$ cat config.mk
export PLATFORM = sky130hd
export DESIGN_NAME = mkrc_cell
export DESIGN_NICKNAME = d
export VERILOG_FILES = /design/src/rtl/mkrc_pkg.sv /design/src/rtl/mkrc_cell.sv
export SDC_FILE = /design/constraint.sdc
export NUM_CORES = 1
export LEC_CHECK = 0
export BUFFER_PORTS_ARGS = -buffer_cell sky130_fd_sc_hd__buf_2
export CORE_AREA = 2 2 342 344
export DETAILED_ROUTE_END_ITERATION = 7
export DIE_AREA = 0 0 344 346
export GPL_TIMING_DRIVEN = 0
export PLACE_DENSITY = 0.37
export REMOVE_ABC_BUFFERS = 1
export SYNTH_ARGS = -nofsm -noshare
export SYNTH_HDL_FRONTEND = slang
export SYNTH_SLANG_ARGS = --single-unit
$ cat constraint.sdc
create_clock -name clock -period 64.4 [get_ports clock]
set_clock_uncertainty 0.15 [all_clocks]
set_input_delay 6.44 -clock clock [delete_from_list [all_inputs] [get_ports clock]]
set_output_delay 6.44 -clock clock [all_outputs]
set_load 0.01 [all_outputs]
$ cat src/rtl/mkrc_pkg.sv
// Shared constants and types for the address-keyed result cache.
`default_nettype none
package mkrc_pkg;

   localparam int TABLE_ENTRIES = 16;
   localparam int IDX_W = (TABLE_ENTRIES > 1) ? $clog2(TABLE_ENTRIES) : 1;
   localparam int CNT_W = $clog2(TABLE_ENTRIES + 1);

   localparam int ADDR_W     = 48;
   localparam int LOW_W      = 64;
   localparam int HIGH_W     = 56;
   localparam int CONF_W     = 16;
   localparam int TIME_W     = 32;
   localparam int FILL_W     = 5;
   localparam int TEXT_BYTES = 15;
   localparam int TEXT_W     = LOW_W + HIGH_W;

   typedef enum logic [1:0] {
      ST_IDLE,
      ST_SEARCH,
      ST_FINISH
   } state_type;

   typedef struct packed {
      logic              valid;
      logic              is_write;
      logic              is_lookup;
      logic [ADDR_W-1:0] key;
      logic [LOW_W-1:0]  text_low;
      logic [HIGH_W-1:0] text_high;
      logic [CONF_W-1:0] conf;
      logic [TIME_W-1:0] stamp;
      logic [IDX_W-1:0]  target;
      logic              hit;
      logic [IDX_W-1:0]  hit_idx;
      logic [LOW_W-1:0]  found_low;
      logic [HIGH_W-1:0] found_high;
      logic [CONF_W-1:0] found_conf;
      logic [TIME_W-1:0] found_time;
      logic              has_empty;
      logic [IDX_W-1:0]  empty_idx;
      logic              has_old;
      logic [IDX_W-1:0]  old_idx;
      logic [TIME_W-1:0] old_time;
   } probe_type;

   typedef struct packed {
      logic              hit;
      logic              written;
      logic [LOW_W-1:0]  found_low;
      logic [HIGH_W-1:0] found_high;
      logic [CONF_W-1:0] found_conf;
      logic [TIME_W-1:0] found_time;
      logic [FILL_W-1:0] filled_count;
   } result_type;

endpackage
`default_nettype wire

$ cat src/rtl/mkrc_cell.sv
// One table entry: holds its record and updates the probe passing through.
`default_nettype none
module mkrc_cell import mkrc_pkg::*; (
   input  logic             clock,
   input  logic             reset,
   input  logic [IDX_W-1:0] cell_index,
   input  probe_type        up_probe,
   output probe_type        dn_probe
);

   logic              valid_ff;
   logic [ADDR_W-1:0] addr_ff;
   logic [LOW_W-1:0]  low_ff;
   logic [HIGH_W-1:0] high_ff;
   logic [CONF_W-1:0] conf_ff;
   logic [TIME_W-1:0] time_ff;
   probe_type         probe_ff;
   probe_type         probe_in;
   logic              write_en;

   always_comb begin
      probe_in = up_probe;
      write_en = up_probe.valid && up_probe.is_write && (up_probe.target == cell_index);
      if (up_probe.valid && !up_probe.is_write) begin
         if (valid_ff && (addr_ff == up_probe.key) && !up_probe.hit) begin
            probe_in.hit        = 1'b1;
            probe_in.hit_idx    = cell_index;
            probe_in.found_low  = low_ff;
            probe_in.found_high = high_ff;
            probe_in.found_conf = conf_ff;
            probe_in.found_time = time_ff;
         end
         if (!valid_ff && !up_probe.has_empty) begin
            probe_in.has_empty = 1'b1;
            probe_in.empty_idx = cell_index;
         end
         if (valid_ff && (time_ff < up_probe.old_time)) begin
            probe_in.has_old  = 1'b1;
            probe_in.old_idx  = cell_index;
            probe_in.old_time = time_ff;
         end
      end
   end

   always_ff @(posedge clock) begin
      if (reset) begin
         valid_ff       <= 1'b0;
         probe_ff.valid <= 1'b0;
      end else begin
         probe_ff <= probe_in;
         if (write_en) begin
            valid_ff <= 1'b1;
         end
      end
   end

   always_ff @(posedge clock) begin
      if (write_en) begin
         addr_ff <= up_probe.key;
         low_ff  <= up_probe.text_low;
         high_ff <= up_probe.text_high;
         conf_ff <= up_probe.conf;
         time_ff <= up_probe.stamp;
      end
   end

   assign dn_probe = probe_ff;

endmodule
`default_nettype wire

==> out/metrics.cfg, run 1 <==
[logic_synthesis]
yosysTopAreaCell=edfxtp_1
post_synth_num_cell_types=30
avgSynthCellArea_um2=21.90
synth_edf_count=653
ys.flop_type=edfxtp_1
netlist_area_um2=23630
synth-seq-cells=655
ys.warnings.count=0
synthTopCellsByArea=edfxtp_1 (83%), mux2_2 (6.2%), mux2_1 (3.9%)
synth_cells=1079
ys_seq_area_share_pct=83.16
synth_top_area_share_pct=83.00
ys_async_sr_fraction_pct=0

[setup_path]
cp_cell_sequence=buf_2 -> xor2_1 -> nor4_2 -> nand4_1 -> nor4_1 -> nand2_4 -> buf_16 -> buf_16 -> mux2_1
crit_path_end_kind=flip-flop
cp-start-kind=primary input
rrSetupSlack_ns=59.69
crit_arrival_ns=10.48
critPathTopFamily=simple AND/OR/NAND/NOR gates
required_ns=64.60
crit_path_max_fanout=45
crit-reg2reg-capture=dn_probe[212]$_DFFE_PN_
crit_buf_inv=3
cpPeakStageDelay_ns=0.99
cpMaxStageDelayCell=nor4_1
crit_top_cell=buf_16
timing.rr.start=addr_ff[37]$_DFFE_PP_
critical_path_class=in -> reg
path_depth=9
reg2regPathDepth=8

[pwr]
p_per_area_nw_per_um2=30.41
vdd_drop_max_v=0.00001772
leakagePower_nw=12.81

[sta]
worst_slack_ns=54.12
tns_ns=0
min_period_over_period_pct=15.96
worst-slew-pin-transition_ns=1.151
slew_violations=0
min_period_ns=10.28
max_freq_mhz=97.27
hold_violations=0
rsz0062_at_grt=false
slew-limit-headroom_pct=21.26
finalSetupViolCount=0

[layout]
drive_above_1_share_pct=55.34
final_common_cell=buf_2
nFillCells=11820
final_cell_mix=buf_2 (881), edfxtp_1 (653), mux2_2 (131), mux2_1 (81), clkbuf_16 (78)
area_growth_pct=38.71
postLayoutCoreUtil_pct=28.39
nets=2543
stdcell_count=3657

[route]
wl_met3_mm=6.251
dr.pass1.iters=4
dr_wl_met2_mm=40.19
drtIter0Drc=629
routed_via_density=3.759
ant_nets=0
vias=13750
drc=0
m1WireLength_mm=27.82
top_layer=met5
post_drt_wl_per_cell_um=20.77
finalWirelength_mm=75.97

[clock_tree]
clk_latency_ns=0.63
root_buffer=clkbuf_16
post_cts_resize_count=0
cts_sinks=655
cts_hold_buffers=0
cts_tree=done
numCtsBuffers=77
cts_buffer_depth=3
postCtsSetupRepairBufs=0
htree_levels=3
cts.clk_slew.worst_paths_ns=0.06

[global_route]
grt_max_degree=118
grt_pass1_wl_mm=105.9
antenna_found_initial=21
grt_overflow=0
grt_use_total_pct=12.28
first_global_vias=14690

[placed_design]
dpl.cell_count=3513
gp_congestion=0.7722
numPortBuffers=881
post-place-ws_ns=53.06
dp.final_hpwl_mm=58.54

[floorplanning]
die_area_um2=119000
die_h_um=346
start_util_pct=20.47
core_area_um2=115400
rows=125
ioPinCount=882
die_x_um=344

[worst_hold_path]
min_from=low_ff[48]$_DFFE_PP_
min_path_cells=1
holdPathEnd=dn_probe[194]$_DFFE_PN_
hold_class=reg -> reg

[status]
status=complete, no violations

[flow_run]
drv_cap=0

synth_stat cells (5+ instances only):
| cell type | instances |
|---|---|
| xor2_1 | 34 |
| xnor2_1 | 18 |
| buf_6 | 12 |
| clkbuf_1 | 6 |
| nand3_1 | 5 |
| nor4_1 | 12 |
| nor2_1 | 5 |
| nand4_1 | 10 |
| mux2_2 | 131 |
| edfxtp_1 | 653 |
| a21oi_1 | 12 |
| ha_1 | 31 |
| inv_1 | 32 |
| nand2_1 | 8 |
| mux2_1 | 81 |
report_power, final:
part / internal [W] / total, W / switching (W)
Clock: 0.000246 / 0.000419 / 0.000173
Combinational: 0.0000314 / 0.0000746 / 0.0000432
Sequential: 0.000497 / 0.000503 / 0.00000661
flip-flops by register name (all words and copies together), names as in the netlist:
name and count:
addr_ff 48, low_ff 64, valid_ff 1, time_ff 32, dn_probe 438, conf_ff 16, high_ff 56
final cells by class:
| type | count | area [um2] | share of cell area [%] |
|---|---|---|---|
| antenna | 6 | 15.01 | 0.04582 |
| clock buffer | 98 | 2057 | 6.277 |
| clock inverter | 40 | 335.3 | 1.023 |
| inverter | 32 | 127.6 | 0.3894 |
| multi-input combinational | 371 | 3715 | 11.34 |
| sequential | 655 | 19650 | 59.96 |
| tap | 1524 | 1907 | 5.819 |
| timing repair buffer | 931 | 4966 | 15.15 |
worst max-delay path by stage:
stage                        from                      end  slack, ns
floorplan           cell_index[2]     addr_ff[0]$_DFFE_PP_      35.77
global placement    cell_index[2]    high_ff[48]$_DFFE_PP_      17.43
detailed placement  up_probe[403]  dn_probe[212]$_DFFE_PN_      53.06
CTS                 up_probe[403]  dn_probe[212]$_DFFE_PN_      53.76
global route        up_probe[424]  dn_probe[212]$_DFFE_PN_      53.69
finish              up_probe[403]  dn_probe[212]$_DFFE_PN_      54.12
worst register-to-register path, delay by kind of cell (launching register included):
family | cells | cell delay [ns]
buffers and inverters | 2 | 0.75
AND/OR/NAND/NOR | 4 | 2.50
flip-flops | 1 | 0.37
multiplexers | 1 | 0.50
XOR/XNOR | 1 | 0.16
stage by stage:
step	power [W]	cell area [um2]	hold WS (ns)
detailed placement	0.0005890	30360	0.3614
global route	0.001040	32760	0.3866
floorplan	0.0005438	23460	0.3146
finish	0.0009967	32770	0.3725
global placement	0.0005972	29770	0.3539
CTS	0.001018	32760	0.3737
metal layers:
metal / global-route usage, % / vias to the layer above
li1: - / 6273
met1: 13.14 / 6822
met2: 22.46 / 525
met3: 4.600 / 110
met4: 3.106 / 16
met5: 0 / -
cells by family (layout without fill, tap and decap cells):
kind of cell / count (synthesis) / in the layout / synth area share [%]
AO/OA/AOI/OAI: 27 / 27 / 0.7838
XOR/XNOR: 52 / 52 / 1.928
adder cells (fa/ha/maj): 31 / 31 / 1.642
buffers and inverters: 53 / 1101 / 1.223
flip-flops: 655 / 655 / 83.16
multiplexers: 212 / 212 / 10.10
other: 0 / 6 / 0
AND/OR/NAND/NOR: 49 / 49 / 1.154
No activity file was read; power rests on OpenSTA's default activity.
==> run 2, diff against run 1 <==
CORE_AREA = 2 2 344 346   (was 2 2 342 344)
DIE_AREA = 0 0 346 348   (was 0 0 344 346)
PLACE_DENSITY = 0.38   (was 0.37)
clock period = 9 ns   (was 64.4 ns; I/O delays follow)
==> run 2 against run 1 <==
Cell count is 0.41% higher. Sequential share of layout area is 0.30 points lower. Register-to-register slack worse by 55 ns. Critical path depth is 6 higher. Clock power grew to 7.5 times the previous value. Final area is 0.50% higher. Highest routed layer unchanged. First-iteration DRC count is 13% higher. Flip-flop and latch count stayed put. Sequential power grew to 7.2 times the previous value. Non-clock buffer count is 2 lower. Via count is 0.12% higher. Die area is 1.2% higher.
==> out/metrics.cfg, run 2 (synthesis gave the netlist of run 1 again) <==
[status]
status=complete, no violations

[flow_run]
drv_cap=0

[layout]
largest_register_ffs=438
final_cell_mix=buf_2 (881), edfxtp_1 (653), mux2_2 (131), mux2_1 (81), clkbuf_16 (80)
final_common_cell=buf_2
postLayoutCoreUtil_pct=28.16
register_area_um2=19650
drive_above_1_share_pct=55.49
nets=2543
multi_input_area_um2=3715
nFillCells=11970
design_area_um2=32940
area_growth_pct=39.40

[clock_tree]
clk_latency_ns=0.65
cts_tree=done
cts_sinks=655
post_cts_resize_count=0
postCtsSetupRepairBufs=0
cts.clk_slew.worst_paths_ns=0.06
htree_levels=3
numCtsBuffers=79
cts_buffer_depth=3
root_buffer=clkbuf_16
cts_hold_buffers=0

[sta]
min_period_over_period_pct=52.17
worst-slew-pin-transition_ns=1.037
max_freq_mhz=213.0
tns_ns=0
finalSetupViolCount=0
hold_violations=0
rsz0062_at_grt=false
min_period_ns=4.695
slew_violations=0
slew-limit-headroom_pct=29.10

[setup_path]
crit-reg2reg-capture=dn_probe[139]$_DFFE_PN_
reg2regPathDepth=8
crit_arrival_ns=4.90
required_ns=9.20
cp-start-kind=primary input
crit_path_max_fanout=9
critical_path_class=in -> reg
crit_path_end_kind=flip-flop
rrSetupSlack_ns=4.44
timing.rr.start=addr_ff[37]$_DFFE_PP_

[route]
drtIter0Drc=709
dr.pass1.iters=4
post_drt_wl_per_cell_um=20.67
drc=0
ant_nets=0
vias=13760
finalWirelength_mm=75.91
routed_via_density=3.748

[floorplanning]
die_x_um=346
start_util_pct=20.20
die_area_um2=120400
core_area_um2=117000
die_h_um=348
ioPinCount=882
rows=126

[global_route]
grt_pass1_wl_mm=105.7
antenna_found_initial=20
grt_overflow=0
grt_max_degree=125
grt_use_total_pct=12.11
first_global_vias=14900

[pwr]
leakagePower_nw=12.86
p_per_area_nw_per_um2=220.7
vdd_drop_max_v=0.0001395

[placed_design]
dpl_cell_area_um2=30360
numPortBuffers=881
gp_congestion=0.7949
dp.final_hpwl_mm=58.65

[worst_hold_path]
min_path_cells=1
hold_class=in -> reg
min_from=up_probe[262]
holdPathEnd=dn_probe[262]$_DFFE_PN_

==> run 2: cell count changes in the layout (fill, tap and decap cells not counted), moves of 2 or more <==
cell / change
buf_6: -3
clkbuf_16: +2
clkbuf_8: -3
clkinv_1: -3
clkinv_16: +3
clkinvlp_4: +3
==> run 2: how the worst max path moves through the flow <==
stage | from | cells past startpoint | end
floorplan | cell_index[2] | 2 | addr_ff[0]$_DFFE_PP_
global placement | cell_index[1] | 4 | low_ff[63]$_DFFE_PP_
detailed placement | up_probe[412] | 9 | dn_probe[139]$_DFFE_PN_
CTS | addr_ff[25]$_DFFE_PP_ | 8 | dn_probe[139]$_DFFE_PN_
global route | cell_index[1] | 15 | low_ff[14]$_DFFE_PP_
finish | cell_index[1] | 15 | low_ff[14]$_DFFE_PP_
==> run 2: power breakdown <==
part	internal, W	total, W	switching [W]
clock network	0.00183	0.00313	0.00130
logic	0.000224	0.000536	0.000312
registers	0.00355	0.00360	0.0000483
==> run 2: worst max-delay path, cell delays in order <==
cell	delay [ns]
buf_2	0.18
xnor2_1	0.69
nand3_1	0.34
nor4_2	0.61
buf_4	0.31
buf_4	0.19
buf_4	0.19
buf_4	0.18
buf_4	0.19
buf_4	0.19
buf_6	0.15
buf_4	0.19
buf_4	0.18
buf_4	0.18
buf_4	0.19
==> run 2: per-stage QoR <==
step / hold slack, ns / setup WS (ns) / total power [W] / std cells
after floorplan: 0.3146 / -14.09 / 0.003891 / 1058
after global placement: 0.3478 / -33.14 / 0.004274 / 3475
after detailed placement: 0.3601 / 3.406 / 0.004218 / 3523
after CTS: 0.2062 / 4.071 / 0.007406 / 3666
after global routing: 0.2348 / 4.058 / 0.007569 / 3671
final: 0.2891 / 4.305 / 0.007269 / 3672
==> run 2: layer usage <==
layer	wire length [um]	global-route usage, %	vias to the layer above
met5	109	0	-
met1	28120	13.09	6813
met2	40140	21.93	543
met3	5931	4.370	111
met4	1599	3.841	22
li1	-	-	6273
==> run 2: area by class of cell <==
type | count | share of cell area [%]
tap | 1536 | 5.835
clock buffer | 98 | 6.283
antenna | 6 | 0.04559
inverter | 32 | 0.3875
clock inverter | 45 | 1.489
multi-input combinational | 371 | 11.28
sequential | 655 | 59.66
timing repair buffer | 929 | 15.02
==> run 3, diff against run 2 <==
ABC_AREA = 1   (was not set)
CORE_AREA = 2 2 346 348   (was 2 2 344 346)
DIE_AREA = 0 0 348 350   (was 0 0 346 348)
clock period = 4.05 ns   (was 9 ns; I/O delays follow)
==> run 3 against run 2 <==
Sequential share of layout area shrank 8.2 points. Final area grew 16%. Combinational power grew to 3.0 times the previous value. Non-clock buffer count grew 442. Synthesized area grew 3.9%.
==> out/metrics.cfg, run 3 <==
[logic_synthesis]
synth-seq-cells=655
post_synth_num_cell_types=33
ys_async_sr_fraction_pct=0
synth_top_area_share_pct=79.92
synth_edf_count=653
yosysTopAreaCell=edfxtp_1
netlist_area_um2=24540
avgSynthCellArea_um2=14.88
synth_cells=1649
synth_most_common_cell=edfxtp_1
ys.flop_type=edfxtp_1
ys_seq_area_share_pct=80.08
ys.warnings.count=0
synthTopCellsByArea=edfxtp_1 (80%), nand2_1 (7.3%), nand4_1 (4.5%)
synthTopCellsByCount=edfxtp_1 (653), nand2_1 (479), nand4_1 (177)

[placed_design]
gp_congestion=0.8284
numPortBuffers=881
dpl_cell_area_um2=31210
dp.final_hpwl_mm=63.29
dpl.cell_count=4037
post-place-ws_ns=0.03591

[floorplanning]
rows=126
die_x_um=348
die_area_um2=121800
core_area_um2=117800
die_h_um=350
start_util_pct=20.83
ioPinCount=882

[setup_path]
crit_arrival_ns=3.96
startpoint=up_probe[424]
cp-start-kind=primary input
crit_buf_inv=6
critical_path_class=in -> reg
required_ns=4.23
cpMaxStageDelayCell=nor2_4
crit_top_cell=nand2_1
timing.rr.start=addr_ff[37]$_DFFE_PP_
cp_cell_sequence=dlygate4sd3_1 -> buf_2 -> inv_1 -> nand2_1 -> o21ai_0 -> nor2_1 -> nand4_1 -> nor2_1 -> nand2_1 -> nor2_4 -> buf_12 -> nand3_4 -> buf_12 -> buf_16 -> nand2_1 -> nand2_1
crit-reg2reg-capture=dn_probe[162]$_DFFE_PN_
critPathTopFamily=simple AND/OR/NAND/NOR gates
path_depth=16
crit_path_max_fanout=62
cp-endpoint=dn_probe[162]$_DFFE_PN_
cpPeakStageDelay_ns=0.59
reg2regPathDepth=13
crit_path_end_kind=flip-flop
rrSetupSlack_ns=0.38

[layout]
stdcell_count=4616
nFillCells=11940
area_growth_pct=55.48
design_area_um2=38150
drive_above_1_share_pct=34.59
final_cell_mix=buf_2 (882), edfxtp_1 (653), nand2_1 (478), dlygate4sd3_1 (434), nand4_1 (177)
largest_register_ffs=438
nets=3491
postLayoutCoreUtil_pct=32.39
final_common_cell=buf_2

[clock_tree]
postCtsSetupRepairBufs=0
cts_buffer_depth=3
cts_tree=done
cts_sinks=655
clk_latency_ns=0.65
htree_levels=3
numCtsBuffers=79
root_buffer=clkbuf_16
cts.clk_slew.worst_paths_ns=0.05

[pwr]
p_switching_w=0.003966
clock_power_share_pct=42.5
combPwrFrac_pct=9.6
p_sw_share_pct=23.70
p_per_area_nw_per_um2=438.7
internal_power_w=0.01277
leakagePower_nw=15.86
seq_power_share_pct=47.9
vdd_drop_max_v=0.0003172

[route]
vias=18720
finalWirelength_mm=88.17
ant_nets=0
post_drt_wl_per_cell_um=19.10
drc=0
drtIter0Drc=870
dr.pass1.iters=5
routed_via_density=4.056

[global_route]
grt_pass1_wl_mm=127.1
grt_overflow=0
antenna_found_initial=6
grt_max_degree=119
grt_use_total_pct=13.90
first_global_vias=19890

[sta]
slew-limit-headroom_pct=37.97
worst-slew-pin-transition_ns=0.9271
finalSetupViolCount=0
slew_violations=0
hold_violations=0
worst_slack_ns=0.2734
min_period_over_period_pct=93.25
rsz0062_at_grt=false
max_freq_mhz=264.8
min_period_ns=3.777
tns_ns=0

[worst_hold_path]
min_from=up_probe[162]
hold_class=in -> reg

[status]
status=complete, no violations

[flow_run]
drv_cap=0

-- run 3: cell count changes in the layout (fill, tap and decap cells not counted), moves of 7 or more --
cell and delta:
nor2_1 +14, inv_1 +37, buf_12 +11, nand2_1 +471, o22ai_1 +7, xor2_1 -22
nand3_1 +42, nand4_1 +167, mux2_1 -81, nor4_1 -9, mux2_2 -131, dlygate4sd3_1 +434
o21ai_0 +8
-- run 3: how the worst min path moves through the flow --
| stage | to | cells past startpoint | slack [ns] |
|---|---|---|---|
| global route | dn_probe[162]$_DFFE_PN_ | 3 | 0.01 |
| finish | dn_probe[162]$_DFFE_PN_ | 3 | 0.1 |
| detailed placement | valid_ff$_SDFFE_PP0P_ | 2 | 0.36 |
| floorplan | dn_probe[437]$_SDFF_PP0_ | 1 | 0.33 |
| CTS | dn_probe[162]$_DFFE_PN_ | 3 | 0.004 |
| global placement | valid_ff$_SDFFE_PP0P_ | 2 | 0.35 |
-- run 3: kinds of logic (layout without fill, tap and decap cells) --
| logic type | count (synthesis) | after routing | synth area share [%] |
|---|---|---|---|
| AO/OA/AOI/OAI | 40 | 40 | 0.9537 |
| XOR/XNOR | 27 | 27 | 0.9638 |
| adder cells (fa/ha/maj) | 31 | 31 | 1.581 |
| buffers and inverters | 156 | 1586 | 2.845 |
| flip-flops | 655 | 655 | 80.08 |
| other | 0 | 1 | 0 |
| AND/OR/NAND/NOR | 740 | 740 | 13.57 |
-- run 3: repair_timing --
action / CTS / global route
resized for setup: 0 / 0
hold buffers: 434 / 0
endpoints found under the hold margin: 650 / 0
-- run 3: layout make-up --
cell class | count | area (um2) | share of cell area (%)
Antenna cell | 1 | 2.502 | 0.006560
Clock inverter | 50 | 534.3 | 1.401
Multi-Input combinational cell | 838 | 4225 | 11.08
Timing Repair Buffer | 1371 | 9480 | 24.85
Clock buffer | 94 | 2053 | 5.382
Inverter | 71 | 281.5 | 0.7380
Tap cell | 1536 | 1922 | 5.038
Sequential cell | 655 | 19650 | 51.51
-- run 3: worst min-delay path, stage by stage --
cell     delay [ns]
buf_2          0.08
nand2_1        0.04
nand2_1        0.19
-- run 3: power groups by stage --
stage          Combinational [W]  Clock, W  Sequential (W)
2_1_floorplan           0.000248         0         0.00844
3_3_place_gp             0.00126         0         0.00831
3_5_place_dp             0.00129         0         0.00815
4_1_cts                  0.00164   0.00737         0.00802
5_1_grt                  0.00174   0.00761         0.00805
6_report                 0.00160   0.00712         0.00801
-- run 3: per-layer routing --
layer	global-route usage, %	wire length (um)	share of wire, %
met1	16.30	34810	39
met2	24.30	44460	50
met3	3.636	6234	7.1
met4	5.248	2649	3.0
met5	0	13	0.015
-- run 3: metrics by stage --
| step | total power [W] | hold slack (ns) |
|---|---|---|
| after floorplan | 0.008684 | 0.3274 |
| after global placement | 0.009565 | 0.3530 |
| after detailed placement | 0.009437 | 0.3585 |
| after CTS | 0.01702 | 0.004195 |
| after global routing | 0.01740 | 0.01349 |
| final | 0.01674 | 0.09529 |
